`src/rtl/core/hufd_pkg.sv`:
```
// Shared types and constants for the tree decoder core.
// Used by hufd_front, hufd_back and huffman_tree_decoder_core; depends on nothing.
package hufd_pkg;

  localparam int NODE_CAPACITY = 512;
  localparam int LONGEST_CODE  = 32;

  localparam int NODE_W     = $clog2(NODE_CAPACITY);
  localparam int NCNT_W     = $clog2(NODE_CAPACITY + 1);
  localparam int NCHK_W     = NCNT_W + 1;
  localparam int SYM_W      = 8;
  localparam int LEN_W      = 6;
  localparam int CODE_W     = 32;
  localparam int CODE_IX_W  = $clog2(CODE_W);
  localparam int OP_W       = 2;
  localparam int COUNT_W    = 32;

  localparam int Q_DEPTH    = 2;
  localparam int Q_PTR_W    = $clog2(Q_DEPTH);
  localparam int Q_CNT_W    = $clog2(Q_DEPTH + 1);

  localparam logic [OP_W-1:0] OP_CLEAR  = 2'd0;
  localparam logic [OP_W-1:0] OP_LOAD   = 2'd1;
  localparam logic [OP_W-1:0] OP_DECODE = 2'd2;

  localparam logic [1:0] KIND_CLEAR  = 2'd0;
  localparam logic [1:0] KIND_LOAD   = 2'd1;
  localparam logic [1:0] KIND_DECODE = 2'd2;

  typedef struct packed {
    logic [1:0]        kind;
    logic [SYM_W-1:0]  sym;
    logic [LEN_W-1:0]  len;
    logic [CODE_W-1:0] code;
    logic              bit_in;
  } item_t;

endpackage

```
`src/rtl/core/hufd_front.sv`:
```
// Front end: accepts input words, drops opcode 3 and overlong load words, queues the rest.
// Depends on hufd_pkg.
module hufd_front (
  input  logic                          clk,
  input  logic                          rst_n,
  input  logic                          in_valid,
  output logic                          in_stall,
  input  logic [hufd_pkg::OP_W-1:0]     in_opcode,
  input  logic [hufd_pkg::SYM_W-1:0]    in_entry_symbol,
  input  logic [hufd_pkg::LEN_W-1:0]    in_code_length,
  input  logic [hufd_pkg::CODE_W-1:0]   in_code_value,
  input  logic                          in_data_bit,
  output logic                          q_valid,
  output hufd_pkg::item_t               q_item,
  input  logic                          q_pop
);

  hufd_pkg::item_t                  q_mem_r [hufd_pkg::Q_DEPTH];
  logic [hufd_pkg::Q_PTR_W-1:0]     wr_ptr_r, wr_ptr_nxt;
  logic [hufd_pkg::Q_PTR_W-1:0]     rd_ptr_r, rd_ptr_nxt;
  logic [hufd_pkg::Q_CNT_W-1:0]     cnt_r, cnt_nxt;
  hufd_pkg::item_t                  cls_item;
  logic                             keep;
  logic                             push;
  logic                             pop;

  always_comb begin
    cls_item.sym    = in_entry_symbol;
    cls_item.len    = in_code_length;
    cls_item.code   = in_code_value;
    cls_item.bit_in = in_data_bit;
    cls_item.kind   = hufd_pkg::KIND_CLEAR;
    keep            = 1'b0;
    case (in_opcode)
      hufd_pkg::OP_CLEAR: begin
        cls_item.kind = hufd_pkg::KIND_CLEAR;
        keep          = 1'b1;
      end
      hufd_pkg::OP_LOAD: begin
        cls_item.kind = hufd_pkg::KIND_LOAD;
        keep = ({1'b0, in_code_length} <= (hufd_pkg::LEN_W + 1)'(hufd_pkg::LONGEST_CODE));
      end
      hufd_pkg::OP_DECODE: begin
        cls_item.kind = hufd_pkg::KIND_DECODE;
        keep          = 1'b1;
      end
      default: begin
        keep = 1'b0;
      end
    endcase
  end

  assign in_stall = (cnt_r == hufd_pkg::Q_CNT_W'(hufd_pkg::Q_DEPTH));
  assign push     = in_valid && !in_stall && keep;
  assign pop      = q_pop && q_valid;
  assign q_valid  = (cnt_r != '0);
  assign q_item   = q_mem_r[rd_ptr_r];

  always_comb begin
    wr_ptr_nxt = push ? wr_ptr_r + 1'b1 : wr_ptr_r;
    rd_ptr_nxt = pop ? rd_ptr_r + 1'b1 : rd_ptr_r;
    cnt_nxt    = cnt_r;
    if (push && !pop) begin
      cnt_nxt = cnt_r + 1'b1;
    end else if (pop && !push) begin
      cnt_nxt = cnt_r - 1'b1;
    end
  end

  always_ff @(posedge clk) begin
    if (!rst_n) begin
      wr_ptr_r <= '0;
      rd_ptr_r <= '0;
      cnt_r    <= '0;
    end else begin
      wr_ptr_r <= wr_ptr_nxt;
      rd_ptr_r <= rd_ptr_nxt;
      cnt_r    <= cnt_nxt;
    end
  end

  always_ff @(posedge clk) begin
    if (push) begin
      q_mem_r[wr_ptr_r] <= cls_item;
    end
  end

endmodule

```
`config.mk`:
```
export PLATFORM = sky130hd
export DESIGN_NAME = hufd_front
export DESIGN_NICKNAME = d
export VERILOG_FILES = /design/src/rtl/core/hufd_pkg.sv /design/src/rtl/core/hufd_front.sv
export SDC_FILE = /design/constraint.sdc
export NUM_CORES = 1
export LEC_CHECK = 0
export ABC_AREA = 1
export BUFFER_PORTS_ARGS = -buffer_cell sky130_fd_sc_hd__buf_4
export CAP_MARGIN = 20
export CORE_ASPECT_RATIO = 1.75
export CORE_MARGIN = 3
export CORE_UTILIZATION = 52
export DETAILED_ROUTE_END_ITERATION = 6
export GPL_ROUTABILITY_DRIVEN = 0
export HOLD_SLACK_MARGIN = 0.06
export MAX_ROUTING_LAYER = met4
export PLACE_DENSITY = 0.79
export SYNTH_ARGS = -nofsm -noshare
export SYNTH_HDL_FRONTEND = slang
export SYNTH_SLANG_ARGS = --single-unit
```
`constraint.sdc`:
```
create_clock -name clk -period 3.5 [get_ports clk]
set_input_delay 0 -clock clk [delete_from_list [all_inputs] [get_ports clk]]
set_output_delay 0 -clock clk [all_outputs]
set_load 0.05 [all_outputs]
```
==> results of run 1 <==
==> routing by layer <==
metal  vias up  wire length, um  part of all wire
li1       1061                -                 -
met1      1078             2740              0.36
met2        81             4250              0.56
met3        17              383             0.051
met4         0              184             0.024
met5         -                0                 0
==> power groups by stage <==
| stage | Combinational [mW] | Sequential [mW] | Clock (mW) |
|---|---|---|---|
| final | 1.14 | 1.53 | 0.935 |
| after global routing | 1.19 | 1.54 | 1.01 |
| after CTS | 1.14 | 1.53 | 0.944 |
| after detailed placement | 1.09 | 1.56 | 0 |
| after global placement | 1.08 | 1.55 | 0 |
| after floorplan | 0.826 | 1.53 | 0 |
==> cells in the final DEF (no fill, tap or decap) <==
cell | synthesis | layout
nand2_1 | 7 | 7
dlygate4sd3_1 | 0 | 52
bufinv_16 | 0 | 1
mux2_4 | 10 | 10
a21oi_1 | 6 | 6
nor2_4 | 0 | 1
nand3_1 | 2 | 2
clkinv_1 | 0 | 1
inv_2 | 0 | 1
dfxtp_2 | 0 | 1
clkbuf_1 | 0 | 2
clkinv_4 | 0 | 1
buf_4 | 3 | 106
clkinv_2 | 0 | 1
mux2_2 | 39 | 39
edfxtp_1 | 98 | 98
ha_1 | 1 | 1
clkbuf_16 | 0 | 9
o21ai_0 | 4 | 4
inv_1 | 9 | 8
dfxtp_1 | 5 | 4
nor2_1 | 8 | 7
==> state kept, by name, indices dropped and copies added, names as in the netlist, named ones only <==
| name | cells |
|---|---|
| wr_ptr_r | 1 |
| cnt_r | 2 |
| rd_ptr_r | 1 |
| q_mem_r | 98 |
==> stage by stage <==
step                      setup WS [ns]  instances
after floorplan                   0.110        194
after CTS                          1.29        446
after detailed placement           1.57        379
after global routing               1.23        446
final                              1.32        446
after global placement             1.62        379
==> cell families after synthesis <==
family          after synthesis
flops                       103
mux                          49
simple gates                 17
buf+inv                      14
compound gates               10
fa+ha+maj                     1
==> how the worst max path moves through the flow <==
stage	to	slack, ns	cells past startpoint
3_5_place_dp	q_mem_r[1][11]	1.57	5
3_3_place_gp	q_mem_r[1][11]	1.62	5
2_1_floorplan	q_mem_r[0][0]	0.11	5
4_1_cts	q_item[5]	1.29	3
6_report	q_item[5]	1.32	3
5_1_grt	q_item[5]	1.23	3
==> cell type report <==
cell class / instances / share of cell area
flip-flops and latches: 103 / 0.553
repair buffers: 158 / 0.239
multi-input cells: 77 / 0.132
clock buffers: 11 / 0.0423
well taps: 84 / 0.0191
clock inverters: 4 / 0.00864
inverters: 9 / 0.00614
==> critical path, cell delays in order (launching register included) <==
cell and delay [ns]:
dfxtp_2 0.73, buf_4 0.48, mux2_2 0.42, buf_4 0.20
==> timing repair <==
action,in CTS,in global routing
resized for setup,0,0
hold buffers,52,0
endpoints found under the hold margin,103,0
setup buffers,0,0
==> impl_metrics.ini, run 1 <==
[finish]
layout.area.seq_um2 = 3040
n_antenna_cell = 0
fill_cells = 398
multi_input_area_um2 = 726
drive_above_1_share = 0.470
final_nets = 412
stdcell_area_um2 = 5510
final_util = 0.786
syn2layout_area_growth_pct = 43.2

[die]
initial_core_util = 0.549
dieHeight_um = 120
dieArea_um2 = 8500
ios = 104
core_um2 = 7010
die_w_um = 71.0
row_count = 40

[cts]
worst_skew_pair.late_latency_ns = 0.34
cts_max_level = 3
cts.path.max_buffers = 2
numClockSinks = 103
clockRootBuffer = clkbuf_16
cts_buffers = 9
path_clk_slew_ns = 0.07
cts_tree = built

[yosys]
synth_compound_area_frac = 0.0130
synth.most_common_cell = edfxtp_1
syn_area_um2 = 3840
syn_nets = 248
ys.flop_type = edfxtp_1
seq_area_frac_synth = 0.792
synthAdderAreaFrac = 0.00326
synth_top_cell_by_area = edfxtp_1
async_reset_ff_frac = 0
synth-simple-area-share = 0.0173
synth_common_cells = edfxtp_1, mux2_2, mux2_4, inv_1, nor2_1
synth_top_cell_area_share = 0.766
synth_top_family_by_area = multiplexers
synth_edf_count = 98
yosys.area_share.xor_xnor = 0
synth_cell_type_count = 14
syn_area_per_cell_um2 = 19.8
synth_area_leaders = edfxtp_1, mux2_2, mux2_4
synthMuxAreaShare = 0.153
synthCells = 194
ys_warn_count = 0
ys_seq_elements = 103

[outcome]
run_status = completed

[setup_path]
crit_required_ns = 3.50
worst_r2r_path_depth = 5
critPathKind = flop to output pin
crit_arrival_ns = 2.18
r2r-end = q_mem_r[1][10]
crit_fanout = 26
r2r_start = cnt_r[1]
r2r_setup_slack_ns = 1.57
setup.worst_path.end_class = output pin
startpoint_type = flop

[sta]
holdWs_ns = 0.324
relSlewSlack = 0.326
rsz0062_at_grt = no
finalCritPeriodShare = 0.621
fmax_mhz = 460
setup_viol_count_final = 0
worst_slew_pin_slew_ns = 1.01
maxSlewViolCount = 0
fin_crit_ns = 2.18
finalSetupTns_ns = 0
fin_skew_ns = 0.00813
hold_viol = 0

[power_and_ir_drop]
total_power_mw = 3.61
switching_share = 0.323
switchingPower_mw = 1.17
powerDensity_nw_per_um2 = 655
leakagePower_nw = 2.13
vdd_drop_max_uv = 607
p_clk_frac = 0.259
power.share.sequential = 0.425
pwr-share-comb = 0.316
p_int_mw = 2.44

[routing]
wl_mm = 7.55
firstDrtPassIters = 4
viasPerCell = 5.02
wl_per_cell_um = 16.9
drc = 0
ant_nets = 0
via_count = 2237
drtIter0Drc = 150

[global_routing]
grt_pass1_wl_mm = 11.5
busiest_layer = met2
grt_antenna_before_repair = 0
grt_pass1_vias = 2368
grtUsageMet3 = 0.0562
grt-ovfl-total = 0
grt_max_degree = 50
grt_util_met2 = 0.327
grt_usage = 0.188
met1_usage = 0.192

[placed_design]
dp_hpwl_mm = 4.54
numPortBuffers = 103
dpl-instance-area_um2 = 4700

[hold_path]
hold_depth = 5
hp-class = input port to flop
min_from = in_valid
holdPathEnd = q_mem_r[0][12]

[run]
maxCapViolCount = 0
Power figures use the tool's default switching activity.
==> run 2, diff against run 1 <==
--- a/config.mk
+++ b/config.mk
@@ -10,12 +10,12 @@
 export CAP_MARGIN = 20
 export CORE_ASPECT_RATIO = 1.75
 export CORE_MARGIN = 3
-export CORE_UTILIZATION = 52
+export CORE_UTILIZATION = 47
 export DETAILED_ROUTE_END_ITERATION = 6
 export GPL_ROUTABILITY_DRIVEN = 0
 export HOLD_SLACK_MARGIN = 0.06
 export MAX_ROUTING_LAYER = met4
-export PLACE_DENSITY = 0.79
+export PLACE_DENSITY = 0.76
 export SYNTH_ARGS = -nofsm -noshare
 export SYNTH_HDL_FRONTEND = slang
 export SYNTH_SLANG_ARGS = --single-unit
==> constraint.sdc (replaced) <==
create_clock -name clk -period 2 [get_ports clk]
set_input_delay 0 -clock clk [delete_from_list [all_inputs] [get_ports clk]]
set_output_delay 0 -clock clk [all_outputs]
set_load 0.05 [all_outputs]
==> impl_metrics.ini, run 2 (synthesis results as in run 1) <==
[hold_path]
hp-class = input port to flop
min_from = in_code_value[4]

[setup_path]
crit_fanout = 3
slowest_delay_ns = 0.56
cp_cell_sequence = dlygate4sd3_1, buf_4, nor2_1, nand3_1, nand2_1, nand2_1, nand2_1, nand2_1, inv_1, ha_1, a21oi_1, o21ai_0, o21ai_1, a21oi_1
crit_top_cell = nand2_1
path_delay_family = buffers and inverters
crit_required_ns = 2.21
critPathLaunch = in_code_length[1]
critPathBufInv = 3
crit_arrival_ns = 2.08
critPathSlowestCell = dlygate4sd3_1
setup.worst_path.end_class = flop
r2r_start = cnt_r[1]
startpoint_type = input port
critPathKind = input port to flop

[outcome]
run_status = completed

[cts]
cts_tree = built
post_cts_buffers = 0
worst_skew_pair.late_latency_ns = 0.33
cts.path.max_buffers = 2
clockRootBuffer = clkbuf_16
cts_max_level = 3
cts_buffers = 9
numClockSinks = 103
path_clk_slew_ns = 0.06

[routing]
wl_per_cell_um = 16.4
drt-met1-wl_mm = 2.65
met2WireLength_mm = 4.37
drtIter0Drc = 144
via_count = 2235
ant_nets = 0
viasPerCell = 4.91
firstDrtPassIters = 4
drc = 0
dr.max_layer_used = met4
wl_mm = 7.46
wl_met3_um = 274

[finish]
largest_reg_flops = 98
fill_cells = 510
syn2layout_area_growth_pct = 45.7
multi_input_area_um2 = 736
final_common_cell = buf_4
stdcell_area_um2 = 5600
final_cell_mix = buf_4, edfxtp_1, dlygate4sd3_1
n_antenna_cell = 0
final_nets = 415
layout.area.seq_um2 = 3040
reg.largest.list = q_mem_r: 98 flops, cnt_r: 2 flops
drive_above_1_share = 0.479
largest_register = q_mem_r

[power_and_ir_drop]
powerDensity_nw_per_um2 = 1160
leakagePower_nw = 2.16
vdd_drop_max_uv = 769
total_power_mw = 6.48

[global_routing]
grt_pass1_wl_mm = 11.5
grt_max_degree = 44
grt-ovfl-total = 0
grt_usage = 0.175
grt_pass1_vias = 2401
grt_antenna_before_repair = 0

[die]
die_w_um = 74.4
core_um2 = 7960
dieArea_um2 = 9340
dieHeight_um = 126
ios = 104
initial_core_util = 0.483
row_count = 43

[run]
maxCapViolCount = 0

[sta]
worst_slew_pin_slew_ns = 0.389
rsz0062_at_grt = no
fin_crit_ns = 1.87
finalSetupTns_ns = 0
fmax_mhz = 534
finalCritPeriodShare = 0.937
hold_viol = 0
fin_skew_ns = 0.00578
relSlewSlack = 0.741
maxSlewViolCount = 0
setup_viol_count_final = 0

[placed_design]
numPortBuffers = 103
dp_hpwl_mm = 4.80
dpl-instance-area_um2 = 4770
## run 2: cell count changes in the layout (fill, tap and decap cells not counted), sizes merged
cell	change
clkinvlp	+1
bufinv	+1
buf	+2
clkbuf	-1
dlygate4sd3	+1
inv	-1
## run 2: layout make-up
type / instances / area share
Sequential cell: 103 / 0.544
Timing Repair Buffer: 161 / 0.244
Multi-Input combinational cell: 77 / 0.131
Clock buffer: 10 / 0.0409
Tap cell: 90 / 0.0201
Clock inverter: 5 / 0.0132
Inverter: 9 / 0.00670
## run 2: report_power, final
part | total, mW | switching (mW) | internal [mW]
sequential | 2.65 | 0.0641 | 2.58
combinational | 2.06 | 1.31 | 0.755
clock | 1.76 | 0.685 | 1.08
## run 2: final timing paths
| kind | cells after the start | endpoint | slack (ns) |
|---|---|---|---|
| max | 14 | cnt_r[1] | 0.13 |
| min | 2 | q_mem_r[0][5] | 0.39 |
| max reg2reg | 10 | cnt_r[1] | 0.22 |
| min reg2reg | 2 | rd_ptr_r | 0.48 |
## run 2: metrics by stage
step / utilization / hold WS, ns / std cells / setup slack [ns]
after floorplan: - / 0.0989 / 194 / 0.0130
after detailed placement: 0.599 / 0.188 / 387 / 0.172
final: 0.703 / 0.390 / 455 / 0.126
after global routing: 0.703 / 0.387 / 455 / 0.0164
after CTS: 0.703 / 0.374 / 455 / 0.0905
after global placement: 0.599 / 0.187 / 387 / 0.435
## run 2: worst reg2reg max path, delay by kind of cell (launching register included)
kind                     cells  cell delay (ns)
adder cells (fa/ha/maj)      1             0.32
AND/OR/NAND/NOR              3             0.32
flip-flops                   1             0.31
buffers and inverters        2             0.15
AO/OA/AOI/OAI                4             0.54
## run 2: per-layer routing
layer,vias to the layer above,global-route usage
met5,-,-
met1,1084,0.172
li1,1073,-
met4,0,0.0975
met3,12,0.0304
met2,66,0.311
## run 2: timing repair
action | in CTS | in global routing
hold endpoints to repair | 103 | 0
resized for setup | 0 | 1
hold buffers | 53 | 0
endpoints found under the setup margin | 0 | 1
==> run 3, diff against run 2 <==
--- a/config.mk
+++ b/config.mk
@@ -5,17 +5,16 @@
 export SDC_FILE = /design/constraint.sdc
 export NUM_CORES = 1
 export LEC_CHECK = 0
-export ABC_AREA = 1
 export BUFFER_PORTS_ARGS = -buffer_cell sky130_fd_sc_hd__buf_4
 export CAP_MARGIN = 20
 export CORE_ASPECT_RATIO = 1.75
 export CORE_MARGIN = 3
-export CORE_UTILIZATION = 47
+export CORE_UTILIZATION = 46
 export DETAILED_ROUTE_END_ITERATION = 6
 export GPL_ROUTABILITY_DRIVEN = 0
 export HOLD_SLACK_MARGIN = 0.06
 export MAX_ROUTING_LAYER = met4
-export PLACE_DENSITY = 0.76
+export PLACE_DENSITY = 0.74
 export SYNTH_ARGS = -nofsm -noshare
 export SYNTH_HDL_FRONTEND = slang
 export SYNTH_SLANG_ARGS = --single-unit
==> impl_metrics.ini, run 3 <==
[outcome]
run_status = completed

[finish]
fill_cells = 554
reg.largest.list = q_mem_r: 98 flops, cnt_r: 2 flops
final_common_cell = buf_4
n_antenna_cell = 0
multi_input_area_um2 = 728
drive_above_1_share = 0.518
largest_reg_flops = 98
final_nets = 402
final_cell_mix = buf_4, edfxtp_1, mux2_2, dlygate4sd3_1, clkbuf_16
largest_register = q_mem_r
layout.area.seq_um2 = 3050
syn2layout_area_growth_pct = 45.6
stdcell_count = 443

[sta]
holdWs_ns = 0.0773
maxSlewViolCount = 0
fmax_mhz = 555
fin_skew_ns = 0.00283
hold_viol = 0
finalCritPeriodShare = 0.900
rsz0062_at_grt = no
setup_viol_count_final = 0
worst_slew_pin_slew_ns = 0.349
relSlewSlack = 0.768
fin_crit_ns = 1.80

[routing]
drc = 0
drtIter0Drc = 111
ant_nets = 0
wl_per_cell_um = 16.8
firstDrtPassIters = 4
via_count = 2167
wl_mm = 7.46
viasPerCell = 4.89

[yosys]
synth_top_cell_area_share = 0.778
synth_cell_type_count = 18
synth.most_common_cell = edfxtp_1
synth_area_leaders = edfxtp_1, mux2_2, dfxtp_1
ys_warn_count = 0
async_reset_ff_frac = 0
ys.flop_type = edfxtp_1
seq_area_frac_synth = 0.804
syn_nets = 238
synthCells = 184
synth_edf_count = 98
syn_area_um2 = 3780
synth_top_cell_by_area = edfxtp_1
syn_area_per_cell_um2 = 20.6
ys_seq_elements = 103
synth_common_cells = edfxtp_1, mux2_2, buf_2, dfxtp_1, nor2_1

[global_routing]
grt_usage = 0.169
grt-ovfl-total = 0
grt_max_degree = 33
grt_antenna_before_repair = 0
grt_pass1_wl_mm = 11.0
grt_pass1_vias = 2314

[run]
maxCapViolCount = 0

[power_and_ir_drop]
p_int_mw = 4.55
leakagePower_nw = 2.08
pwr-share-comb = 0.398
switching_share = 0.359
p_clk_frac = 0.220
powerDensity_nw_per_um2 = 1290
switchingPower_mw = 2.55
vdd_drop_max_uv = 918
power.share.sequential = 0.381

[die]
die_w_um = 74.5
ios = 104
dieArea_um2 = 9390
initial_core_util = 0.475
dieHeight_um = 126
row_count = 43
core_um2 = 7960

[setup_path]
crit_fanout = 17
crit_top_cell = buf_4
critPathBufInv = 4
cp_cell_sequence = dlygate4sd3_1, buf_4, nor4_2, a21oi_1, or3_4, clkinvlp_4, buf_4
startpoint_type = input port
slowest_delay_ns = 0.54
critPathSlowestCell = dlygate4sd3_1
critPathKind = input port to flop
setup.worst_path.end_class = flop
crit_required_ns = 2.02
crit_arrival_ns = 1.82
path_delay_family = buffers and inverters

[cts]
post_cts_buffers = 0
numClockSinks = 103
worst_skew_pair.late_latency_ns = 0.33
clockRootBuffer = clkbuf_16
cts_tree = built
cts_max_level = 3
cts.path.max_buffers = 2
path_clk_slew_ns = 0.06
cts_buffers = 9

[placed_design]
numPortBuffers = 103
dp_hpwl_mm = 4.73
dp.cells = 378

[hold_path]
hp-class = input port to flop
## run 3: cell types whose count changed in the layout (fill, tap and decap cells not counted), moves of 2 or more
cell           before  now
mux2_2             39   49
mux2_4             10    0
inv_1               8    1
nand2_1             7    1
dlygate4sd3_1      53   49
a21oi_1             6    3
xor2_1              0    3
bufinv_16           2    0
clkbuf_8            0    2
clkinv_2            2    4
dfxtp_1             4    2
dfxtp_2             1    3
nand3_1             2    0
nor2_4              2    0
## run 3: what timing repair did
action,4_1_cts,5_1_grt
resized for setup,0,0
hold endpoints to repair,103,0
hold buffers,49,0
## run 3: path summary, 6_finish.rpt
kind	from	end	slack (ns)	cells past startpoint
min reg2reg	cnt_r[1]	cnt_r[1]	0.51	2
min	in_valid	wr_ptr_r	0.08	4
max	in_code_length[0]	q_mem_r[0][3]	0.20	7
max reg2reg	cnt_r[1]	q_mem_r[0][3]	0.41	5
## run 3: final cells by class
class	instances	share of cell area
repair buffers	158	0.242
well taps	90	0.0204
flip-flops and latches	103	0.553
multi-input cells	74	0.132
clock inverters	4	0.00363
inverters	2	0.00204
clock buffers	12	0.0466
## run 3: cells by family (layout without fill, tap and decap cells)
kind of cell | count (synthesis) | after routing | synth area share
buf+inv | 7 | 176 | 0.00860
simple gates | 15 | 15 | 0.0228
fa+ha+maj | 1 | 1 | 0.00331
mux | 49 | 49 | 0.146
compound gates | 6 | 6 | 0.00794
xor+xnor | 3 | 3 | 0.00695
flops | 103 | 103 | 0.804
## run 3: power by group through the flow
stage / Combinational [mW] / Clock [mW] / Sequential, mW
CTS: 2.86 / 1.61 / 2.71
global route: 2.95 / 1.70 / 2.72
global placement: 2.75 / 0 / 2.74
finish: 2.83 / 1.56 / 2.70
floorplan: 1.97 / 0 / 2.73
detailed placement: 2.77 / 0 / 2.75
## run 3: metal layers
metal,up-vias,GRT usage,part of all wire
li1,1041,-,-
met1,1031,0.153,0.32
met2,77,0.307,0.59
met3,18,0.0463,0.048
met4,0,0.0776,0.033
met5,-,-,0
## run 3: worst register-to-register path: stages, from the launching register on
cell and delay [ns]:
dfxtp_2 0.33, nor2b_4 0.12, nand2b_4 0.14, or3_4 0.34, clkinvlp_4 0.10, buf_4 0.24
## run 3: through the flow
step / area, um2 / setup WS [ns] / TNS [ns] / util / power [mW]
global route: 5510 / 0.132 / 0 / 0.692 / 7.38
global placement: 4740 / 0.390 / 0 / 0.596 / 5.48
floorplan: 3810 / -0.0363 / -1.78 / - / 4.71
CTS: 5510 / 0.195 / 0 / 0.692 / 7.18
detailed placement: 4740 / 0.376 / 0 / 0.596 / 5.52
finish: 5510 / 0.199 / 0 / 0.692 / 7.09
